### config.mk
export PLATFORM = sky130hd
export DESIGN_NAME = sortable_value_list_store
export DESIGN_NICKNAME = d
export VERILOG_FILES = /design/src/svl_pkg.sv /design/src/svl_cell.sv /design/src/sortable_value_list_store.sv
export SDC_FILE = /design/constraint.sdc
export NUM_CORES = 2
export LEC_CHECK = 0
export BUFFER_PORTS_ARGS = -buffer_cell sky130_fd_sc_hd__buf_2
export CORE_ASPECT_RATIO = 2
export CORE_UTILIZATION = 59
export DETAILED_ROUTE_END_ITERATION = 10
export GPL_TIMING_DRIVEN = 1
export PLACE_DENSITY_LB_ADDON = 0.15
export REMOVE_ABC_BUFFERS = 1
export SETUP_SLACK_MARGIN = 0.15
export SLEW_MARGIN = 25
export SYNTH_ARGS = -nofsm -noshare
export SYNTH_HDL_FRONTEND = slang
export SYNTH_SLANG_ARGS = --single-unit
### constraint.sdc
create_clock -name clk_i -period 6.4 [get_ports clk_i]
set_clock_uncertainty 0.2 [all_clocks]
set_input_delay 1.28 -clock clk_i [delete_from_list [all_inputs] [get_ports clk_i]]
set_output_delay 1.28 -clock clk_i [all_outputs]
set_load 0.01 [all_outputs]
### src/svl_pkg.sv
// Shared types and constants for the sortable value list store.
package svl_pkg;

  localparam int unsigned DataW        = 32;
  localparam int unsigned DepthDefault = 16;

  // Action codes carried by an input transfer.
  localparam logic [1:0] ActPush   = 2'd0;
  localparam logic [1:0] ActDelete = 2'd1;
  localparam logic [1:0] ActSort   = 2'd2;
  localparam logic [1:0] ActRead   = 2'd3;

  // Status codes carried by a result transfer.
  localparam logic [1:0] StOk    = 2'd0;
  localparam logic [1:0] StFull  = 2'd1;
  localparam logic [1:0] StEmpty = 2'd2;

  // Operation applied to every cell of the chain together.
  typedef enum logic [2:0] {
    OP_HOLD    = 3'd0,
    OP_PUSH    = 3'd1,
    OP_ROTATE  = 3'd2,
    OP_PRUNE   = 3'd3,
    OP_SORT    = 3'd4,
    OP_COMPACT = 3'd5
  } cell_op_e;

  typedef struct packed {
    cell_op_e op;
    logic     phase;
  } cell_ctrl_t;

  typedef enum logic [3:0] {
    ST_IDLE = 4'b0001,
    ST_RUN  = 4'b0010,
    ST_READ = 4'b0100,
    ST_RESP = 4'b1000
  } state_e;

endpackage

### src/svl_cell.sv
// One list cell: an entry, its valid bit and the neighbor exchange logic.
module svl_cell #(
  parameter bit LEFT_EDGE  = 1'b0,
  parameter bit RIGHT_EDGE = 1'b0,
  parameter bit ODD        = 1'b0
) (
  input  logic                      clk_i,
  input  logic                      rst_ni,
  input  svl_pkg::cell_ctrl_t       ctrl_i,
  input  logic [svl_pkg::DataW-1:0] key_i,
  input  logic [svl_pkg::DataW-1:0] left_data_i,
  input  logic                      left_valid_i,
  input  logic [svl_pkg::DataW-1:0] right_data_i,
  input  logic                      right_valid_i,
  output logic [svl_pkg::DataW-1:0] data_o,
  output logic                      valid_o
);

  logic [svl_pkg::DataW-1:0] data_q, data_d;
  logic                      valid_q, valid_d;
  logic                      pair_right, pair_left;
  logic [svl_pkg::DataW-1:0] l_data, r_data;
  logic                      l_valid, r_valid;
  logic                      do_swap;

  // In a given phase this cell is the left or the right member of a pair, or unpaired at a chain edge.
  assign pair_right = !RIGHT_EDGE && (ODD == ctrl_i.phase);
  assign pair_left  = !LEFT_EDGE  && (ODD != ctrl_i.phase);

  always_comb begin
    l_data  = pair_right ? data_q       : left_data_i;
    l_valid = pair_right ? valid_q      : left_valid_i;
    r_data  = pair_right ? right_data_i : data_q;
    r_valid = pair_right ? right_valid_i : valid_q;
    if (ctrl_i.op == svl_pkg::OP_SORT) begin
      do_swap = l_valid && r_valid && ($signed(l_data) > $signed(r_data));
    end else begin
      do_swap = !l_valid && r_valid;
    end
    do_swap = do_swap && (pair_right || pair_left);
  end

  always_comb begin
    data_d  = data_q;
    valid_d = valid_q;
    case (ctrl_i.op)
      svl_pkg::OP_HOLD: begin
      end
      svl_pkg::OP_PUSH: begin
        data_d  = left_data_i;
        valid_d = left_valid_i;
      end
      svl_pkg::OP_ROTATE: begin
        data_d  = right_data_i;
        valid_d = right_valid_i;
      end
      svl_pkg::OP_PRUNE: begin
        valid_d = valid_q && (data_q != key_i);
      end
      svl_pkg::OP_SORT, svl_pkg::OP_COMPACT: begin
        if (do_swap) begin
          data_d  = pair_right ? right_data_i  : left_data_i;
          valid_d = pair_right ? right_valid_i : left_valid_i;
        end
      end
      default: begin
      end
    endcase
  end

  always_ff @(posedge clk_i or negedge rst_ni) begin
    if (!rst_ni) begin
      valid_q <= 1'b0;
    end else begin
      valid_q <= valid_d;
    end
  end

  always_ff @(posedge clk_i) begin
    data_q <= data_d;
  end

  assign data_o  = data_q;
  assign valid_o = valid_q;

endmodule

### src/sortable_value_list_store.sv
// Top level of the sortable value list store: a chain of list cells and its sequencer.
//
//  channel | direction | signals                                  | transfer when
//  --------+-----------+------------------------------------------+-----------------------
//  in      | sink      | in_valid_i, in_ready_o, action_i, value_i | in_valid_i & in_ready_o
//  out     | source    | out_valid_o, out_ready_i, value_res_o,    | out_valid_o & out_ready_i
//          |           | status_o, last_o                          |
//
// A push presents its status through the response state, full if the list was full.
// Sort and delete run DEPTH odd-even exchange phases across the cell chain before
// the status appears; delete first clears the matching cells in the accepting cycle
// and then compacts the survivors forward, or reports empty on an empty list.
// A read-out rotates the whole chain once, emitting cell zero while it holds a
// valid entry; each entry waits in the output register when the sink stalls, and
// the rotation holds meanwhile. Reset clears every valid bit, which empties the
// list, and returns the sequencer to idle. A new item is accepted whenever the
// sequencer is idle, even while the last result still waits in the output register.
module sortable_value_list_store #(
  parameter int unsigned DEPTH = svl_pkg::DepthDefault
) (
  input  logic                      clk_i,
  input  logic                      rst_ni,
  input  logic                      in_valid_i,
  output logic                      in_ready_o,
  input  logic [1:0]                action_i,
  input  logic signed [svl_pkg::DataW-1:0] value_i,
  output logic                      out_valid_o,
  input  logic                      out_ready_i,
  output logic signed [svl_pkg::DataW-1:0] value_res_o,
  output logic [1:0]                status_o,
  output logic                      last_o
);

  localparam int unsigned CntW = $clog2(DEPTH);
  localparam logic [CntW-1:0] CntLast = CntW'(DEPTH - 1);

  // Cell chain contents as seen by the sequencer.
  logic [svl_pkg::DataW-1:0] cell_data  [DEPTH];
  logic [DEPTH-1:0]          cell_valid;
  svl_pkg::cell_ctrl_t       ctrl;

  svl_pkg::state_e state_q, state_d;
  logic [CntW-1:0] cnt_q, cnt_d;
  logic            sort_mode_q, sort_mode_d;
  logic [1:0]      status_q, status_d;

  logic                      out_valid_q, out_valid_d;
  logic [svl_pkg::DataW-1:0] out_value_q, out_value_d;
  logic [1:0]                out_status_q, out_status_d;
  logic                      out_last_q, out_last_d;

  logic list_full, list_empty, out_free;

  // Valid bits always form a prefix, so the ends of the chain tell full and empty.
  assign list_full  = cell_valid[DEPTH-1];
  assign list_empty = !cell_valid[0];
  assign out_free   = !out_valid_q || out_ready_i;
  assign in_ready_o = (state_q == svl_pkg::ST_IDLE);

  // Cell zero is fed by the pushed value from the left, and the last cell is
  // fed by cell zero from the right so that a read-out rotates the list intact.
  for (genvar g = 0; g < DEPTH; g++) begin : g_cell
    logic [svl_pkg::DataW-1:0] left_data, right_data;
    logic                      left_valid, right_valid;

    if (g == 0) begin : g_first
      assign left_data  = value_i;
      assign left_valid = 1'b1;
    end else begin : g_mid_left
      assign left_data  = cell_data[g-1];
      assign left_valid = cell_valid[g-1];
    end

    if (g == DEPTH - 1) begin : g_final
      assign right_data  = cell_data[0];
      assign right_valid = cell_valid[0];
    end else begin : g_mid_right
      assign right_data  = cell_data[g+1];
      assign right_valid = cell_valid[g+1];
    end

    svl_cell #(
      .LEFT_EDGE  (g == 0),
      .RIGHT_EDGE (g == DEPTH - 1),
      .ODD        (g % 2 == 1)
    ) u_cell (
      .clk_i         (clk_i),
      .rst_ni        (rst_ni),
      .ctrl_i        (ctrl),
      .key_i         (value_i),
      .left_data_i   (left_data),
      .left_valid_i  (left_valid),
      .right_data_i  (right_data),
      .right_valid_i (right_valid),
      .data_o        (cell_data[g]),
      .valid_o       (cell_valid[g])
    );
  end

  always_comb begin
    state_d      = state_q;
    cnt_d        = cnt_q;
    sort_mode_d  = sort_mode_q;
    status_d     = status_q;
    ctrl.op      = svl_pkg::OP_HOLD;
    ctrl.phase   = cnt_q[0];
    out_valid_d  = out_valid_q && !out_ready_i;
    out_value_d  = out_value_q;
    out_status_d = out_status_q;
    out_last_d   = out_last_q;

    case (state_q)
      svl_pkg::ST_IDLE: begin
        if (in_valid_i) begin
          cnt_d = '0;
          case (action_i)
            svl_pkg::ActPush: begin
              if (list_full) begin
                status_d = svl_pkg::StFull;
              end else begin
                status_d = svl_pkg::StOk;
                ctrl.op  = svl_pkg::OP_PUSH;
              end
              state_d = svl_pkg::ST_RESP;
            end
            svl_pkg::ActDelete: begin
              if (list_empty) begin
                status_d = svl_pkg::StEmpty;
                state_d  = svl_pkg::ST_RESP;
              end else begin
                // Matching cells drop their valid bit now; the run closes the gaps.
                ctrl.op     = svl_pkg::OP_PRUNE;
                sort_mode_d = 1'b0;
                state_d     = svl_pkg::ST_RUN;
              end
            end
            svl_pkg::ActSort: begin
              sort_mode_d = 1'b1;
              state_d     = svl_pkg::ST_RUN;
            end
            svl_pkg::ActRead: begin
              if (list_empty) begin
                status_d = svl_pkg::StEmpty;
                state_d  = svl_pkg::ST_RESP;
              end else begin
                state_d = svl_pkg::ST_READ;
              end
            end
            default: begin
            end
          endcase
        end
      end
      svl_pkg::ST_RUN: begin
        ctrl.op = sort_mode_q ? svl_pkg::OP_SORT : svl_pkg::OP_COMPACT;
        cnt_d   = cnt_q + 1'b1;
        if (cnt_q == CntLast) begin
          status_d = svl_pkg::StOk;
          state_d  = svl_pkg::ST_RESP;
        end
      end
      svl_pkg::ST_READ: begin
        // Empty cells rotate past freely; a valid entry waits for the output slot.
        if (!cell_valid[0] || out_free) begin
          ctrl.op = svl_pkg::OP_ROTATE;
          cnt_d   = cnt_q + 1'b1;
          if (cell_valid[0]) begin
            out_valid_d  = 1'b1;
            out_value_d  = cell_data[0];
            out_status_d = svl_pkg::StOk;
            out_last_d   = !cell_valid[1] || (cnt_q == CntLast);
          end
          if (cnt_q == CntLast) begin
            state_d = svl_pkg::ST_IDLE;
          end
        end
      end
      svl_pkg::ST_RESP: begin
        if (out_free) begin
          out_valid_d  = 1'b1;
          out_value_d  = '0;
          out_status_d = status_q;
          out_last_d   = 1'b1;
          state_d      = svl_pkg::ST_IDLE;
        end
      end
      default: begin
        state_d = svl_pkg::ST_IDLE;
      end
    endcase
  end

  always_ff @(posedge clk_i or negedge rst_ni) begin
    if (!rst_ni) begin
      state_q     <= svl_pkg::ST_IDLE;
      cnt_q       <= '0;
      out_valid_q <= 1'b0;
    end else begin
      state_q     <= state_d;
      cnt_q       <= cnt_d;
      out_valid_q <= out_valid_d;
    end
  end

  always_ff @(posedge clk_i) begin
    sort_mode_q  <= sort_mode_d;
    status_q     <= status_d;
    out_value_q  <= out_value_d;
    out_status_q <= out_status_d;
    out_last_q   <= out_last_d;
  end

  assign out_valid_o = out_valid_q;
  assign value_res_o = out_value_q;
  assign status_o    = out_status_q;
  assign last_o      = out_last_q;

endmodule
==> results by group, run 1 <==
Floorplan
  • Initial Util: 0.595
  • Chip Width: approximately 210 um
  • Row count: 152
  • Die span in y: 418 um
  • # IOs: 75

Clock tree
  • Clk sink count: roughly 580
  • Hold buffer count at cts: 0
  • CTS buffer count: 56
  • CTS Buffer Depth: 3
  • Resized Gates After CTS: 0
  • Clock tree root buffer cell: clkbuf_16
  • H-tree depth: 2
  • Setup repair bufs after CTS: 0

Synthesis
  • Post-synth top area share: 0.324
  • Synth area leader: edfxtp_1
  • Largest family of logic cells by synthesized area: simple AND/OR/NAND/NOR gates
  • Synth area leaders: edfxtp_1, ha_1, nand2_1, a21oi_1, mux2_2
  • Complex-gate fraction of the synthesized area: 0.130
  • FF+latch count, synth: 575
  • Mean Syn Cell Area: roughly 8.7 um^2
  • Post-synth EDFFs: 550
  • Synth Flop Type: edfxtp_1
  • XOR/XNOR Fraction of Synth Area: 0.0886
  • Post-synthesis adder-cell area fraction: 0.126
  • Synth Area in Simple Gates: 0.225
  • Ys Warns: 0
  • Post-synth ARST share: 0.0435
  • Register area share after synthesis: 0.336
  • Synthesized area: 51000 um^2
  • Post-synth cell types: 75
  • Mux cell area share after synthesis: 0.0651
  • Cells after synthesis: 5861

Place
  • Placer Congestion: between 1 and 1.5
  • Dpl hpwl: 186000 um
  • Port bufs: 74
  • DP Worst Slack: approximately 0.95 ns

Status
  • Error: [ERROR GRT-0116] Global routing finished with congestion. Check the congestion regions in the DRC Viewer.
  • Status: did not finish
  • Last stage: global routing (5_1_grt)

Global routing
  • Vias in the first global route: 52.3k
  • Largest net degree at the start of global routing: around 190
  • Global router's overall resource usage: 0.663
  • First-pass GRT wire length: 422000 um
  • Congestion Overflow GR: 309
through the flow:
stage          instances   util  cell area, um^2
3_3_place_gp        6899  0.616            52900
4_1_cts             7004  0.639            54800
2_1_floorplan       5556      -            49800
3_5_place_dp        6900  0.617            52900
per-layer routing:
metal	global-route usage	GRT overflow
met1	0.684	0
met2	0.892	176
met3	0.401	1
met4	0.651	132
met5	0.133	0
cells by family after synthesis:
| logic type | Yosys count |
|---|---|
| fa+ha+maj | 513 |
| buf+inv | 393 |
| compound gates | 1144 |
| xor+xnor | 516 |
| flops | 575 |
| simple gates | 2421 |
| mux | 299 |
Yosys cell counts, types with 7 or more instances:
master and count:
a211oi_1 10, a21o_1 172, a21oi_1 641, a22oi_1 11, a31oi_1 16, and2_1 10, and3_1 9, and4_1 9
buf_1 38, buf_2 34, clkbuf_1 232, dfrtp_1 24, edfxtp_1 550, ha_1 513, inv_1 88, mux2_2 260
mux2i_1 39, nand2_1 1410, nand2b_1 247, nand3_1 30, nand4_1 185, nor2_1 69, nor2b_1 284, nor3_1 23
nor4_1 103, o211ai_1 19, o21a_1 26, o21ai_0 177, o22ai_1 7, o31ai_1 10, or2_2 8, or3_1 11
or4_1 7, xnor2_1 226, xor2_1 290
==> inputs of run 2 (changes only) <==
Settings changed: CORE_ASPECT_RATIO 2 to not set, CORE_UTILIZATION 59 to 40, SETUP_SLACK_MARGIN 0.15 to not set.
Clock period 6.4 ns to 8.3 ns, I/O delays scaled along.
==> results by group, run 2 <==
Clock tree
  • H-tree depth: 3
  • Clock Pin Slew Worst Setup and Hold Paths: roughly 0.060 ns
  • Hold buffer count at cts: 0
  • CTS buffer count: 76
  • Clk sink count: between 500 and 600
  • Clock latency on the worst-skew pair: about 0.7 ns
  • Setup repair bufs after CTS: 0
  • TritonCTS clock tree: yes
  • Clock tree root buffer cell: clkbuf_16
  • CTS Buffer Depth: 3
  • Resized Gates After CTS: 0

Floorplan
  • Row count: 130
  • Die span in y: approximately 360 um
  • Die ar.: roughly 130000 um^2
  • Chip Width: roughly 360 um
  • # IOs: between 70 and 80
  • Initial Util: 0.405
  • Core Box Area: about 130000 um^2

STA
  • Worst-Margin Slew: roughly 1.2 ns
  • Final Hold Vio Count: 0
  • Final setup margin: between 2 and 3 ns
  • Final period utilization: 0.681
  • Final Setup Violations: 0
  • RSZ-0062 raised after global routing: false
  • Slew Limit Fails: 0
  • Minimum clock period: between 5 and 6 ns
  • Rel. slew slack: 0.222
  • TNS Setup: 0 ns
  • Peak Freq: 0.177 GHz

Hold path
  • Hold depth: 1
  • Hold crit path type: reg2reg

Place
  • Placer Congestion: slightly below 1
  • Dpl hpwl: 170000 um
  • DP Worst Slack: between 2 and 3 ns
  • Port bufs: 74
  • Post-DP Area: 53200 um^2

Worst setup path
  • Worst EP arrival: about 5.8 ns
  • Register-to-register setup slack: ~2.6 ns
  • Req. time, crit path: 8.41 ns
  • Critical path class: reg2reg
  • Crit Path Max Fanout: around 170
  • Worst r2r dst: g_cell[6].u_cell.data_o[8]
  • Startpoint types: flip-flop
  • FF-to-FF Start: cnt_q[0]
  • Worst Reg2Reg Path Length in Cells: 10
  • Worst setup startpoint: cnt_q[0]
  • Critical path endpoint: g_cell[6].u_cell.data_o[8]
  • Crit. End Element: flip-flop

Finish
  • Fillers: 12.4k
  • Fin nets: ~6.3k
  • Max reg flops: between 500 and 600
  • Most common cell after layout, fill and taps aside: nand2_1
  • Most frequent cells in the layout: nand2_1, a21oi_1, edfxtp_1
  • Area growth syn-to-layout: 9.34%
  • Post-route cell area: 55800 um^2
  • Fraction of layout cells with a size suffix above 1: 0.0991

Synthesis
  • Most frequent cell after synthesis: nand2_1
  • Ys Warns: 0
  • Post-synth cell types: between 70 and 80
  • Commonest cells post-synth: nand2_1, a21oi_1, edfxtp_1
  • Post-synth top area share: 0.324
  • FF+latch count, synth: ~580
  • Post-synth ARST share: 0.0435
  • Cells after synthesis: a little under 6k
  • Register area share after synthesis: 0.336
  • Synth Flop Type: edfxtp_1
  • Synthesized area: roughly 50000 um^2
  • Synth area leader: edfxtp_1
  • Post-synth EDFFs: 550
  • Mean Syn Cell Area: 8.70 um^2
  • Synth area leaders: edfxtp_1, ha_1, nand2_1, a21oi_1, mux2_2

Route
  • Drt drc: 0
  • WL/cell: roughly 30 um
  • Pre-Repair DR Iteration Count: 7
  • Initial DRC Count: approximately 6.5k
  • Remaining antenna violation count: 0
  • Drt via density: 6.16
  • Routed via count: about 46k
  • Routed wire length: between 200000 and 250000 um

Pwr
  • Max VDD drop: 0.262 mV
  • P_leak: 23.6 nW
  • Power Density: between 400 and 500 nW/um^2

Global routing
  • Largest net degree at the start of global routing: 200
  • Congestion Overflow GR: 0
  • First-pass GRT wire length: ~320000 um
  • Vias in the first global route: about 43k
  • Global router's overall resource usage: 0.343
  • Antenna violations before repair: 5

Status
  • Status: finished, final reports clean

Flow run
  • Max-Cap Viols: 0
==> run 2: cell counts after synthesis <==
No cell type changed its count.
==> run 2: area by class of cell <==
class / count / area [um^2] / share of cell area
inverter: 88 / 330 / 0.00592
tap: 1650 / 2060 / 0.0370
timing repair buffer: 159 / 1180 / 0.0212
sequential: 575 / 17100 / 0.307
clock buffer: 89 / 2000 / 0.0359
multi-input combinational: 4893 / 32500 / 0.583
clock inverter: 49 / 508 / 0.00911
antenna: 1 / 2.50 / 0.0000449
==> run 2: per-layer routing <==
layer,wire length (um),vias up,track usage,part of all wire
li1,-,20800,-,-
met1,98700,22300,0.488,0.43
met2,91400,2658,0.484,0.40
met3,23700,508,0.0720,0.10
met4,13500,0,0.174,0.060
met5,0,-,0,0
==> run 2: logic make-up after synthesis <==
family	Yosys count	share of synthesized area
multiplexers	299	0.0651
AND/OR/NAND/NOR	2421	0.225
flip-flops	575	0.336
adder cells (fa/ha/maj)	513	0.126
XOR/XNOR	516	0.0886
AO/OA/AOI/OAI	1144	0.130
buffers and inverters	393	0.0298
==> run 2: worst min-delay path by stage <==
stage,from,endpoint,slack [ns]
after floorplan,status_q[0],status_o[0],0.30
after global placement,status_q[0],status_o[0],0.32
after detailed placement,status_q[0],status_o[0],0.32
after CTS,status_q[0],status_o[0],0.34
after global routing,status_q[0],status_o[0],0.37
final,status_q[0],status_o[0],0.34
==> run 2: critical path: stages (launching register included) <==
cell     delay (ns)
dfrtp_4        0.89
buf_12         0.46
nand2_1        0.35
nand2_1        0.15
ha_1           0.17
nand4_1        0.26
nor4_1         0.87
o311a_1        0.45
o31ai_1        0.13
a21oi_1        0.17
o311a_2        0.84
==> run 2: through the flow <==
stage,instances,utilization,power [mW],hold slack (ns)
3_5_place_dp,7363,0.422,23.6,0.324
2_1_floorplan,5556,-,17.2,0.297
5_1_grt,7504,0.442,29.4,0.375
6_report,7504,0.442,27.6,0.336
4_1_cts,7501,0.442,27.1,0.339
3_3_place_gp,7361,0.421,23.5,0.324
==> run 2: power breakdown <==
| part | leakage, nW | total, mW | switching, mW | internal (mW) |
|---|---|---|---|---|
| combinational | 17.0 | 15.8 | 9.53 | 6.31 |
| sequential | 5.39 | 8.31 | 3.03 | 5.28 |
| clock | 1.23 | 3.44 | 1.48 | 1.96 |
| total | 23.6 | 27.6 | 14.0 | 13.6 |
Note: power is estimated with default switching activity, not from simulation.
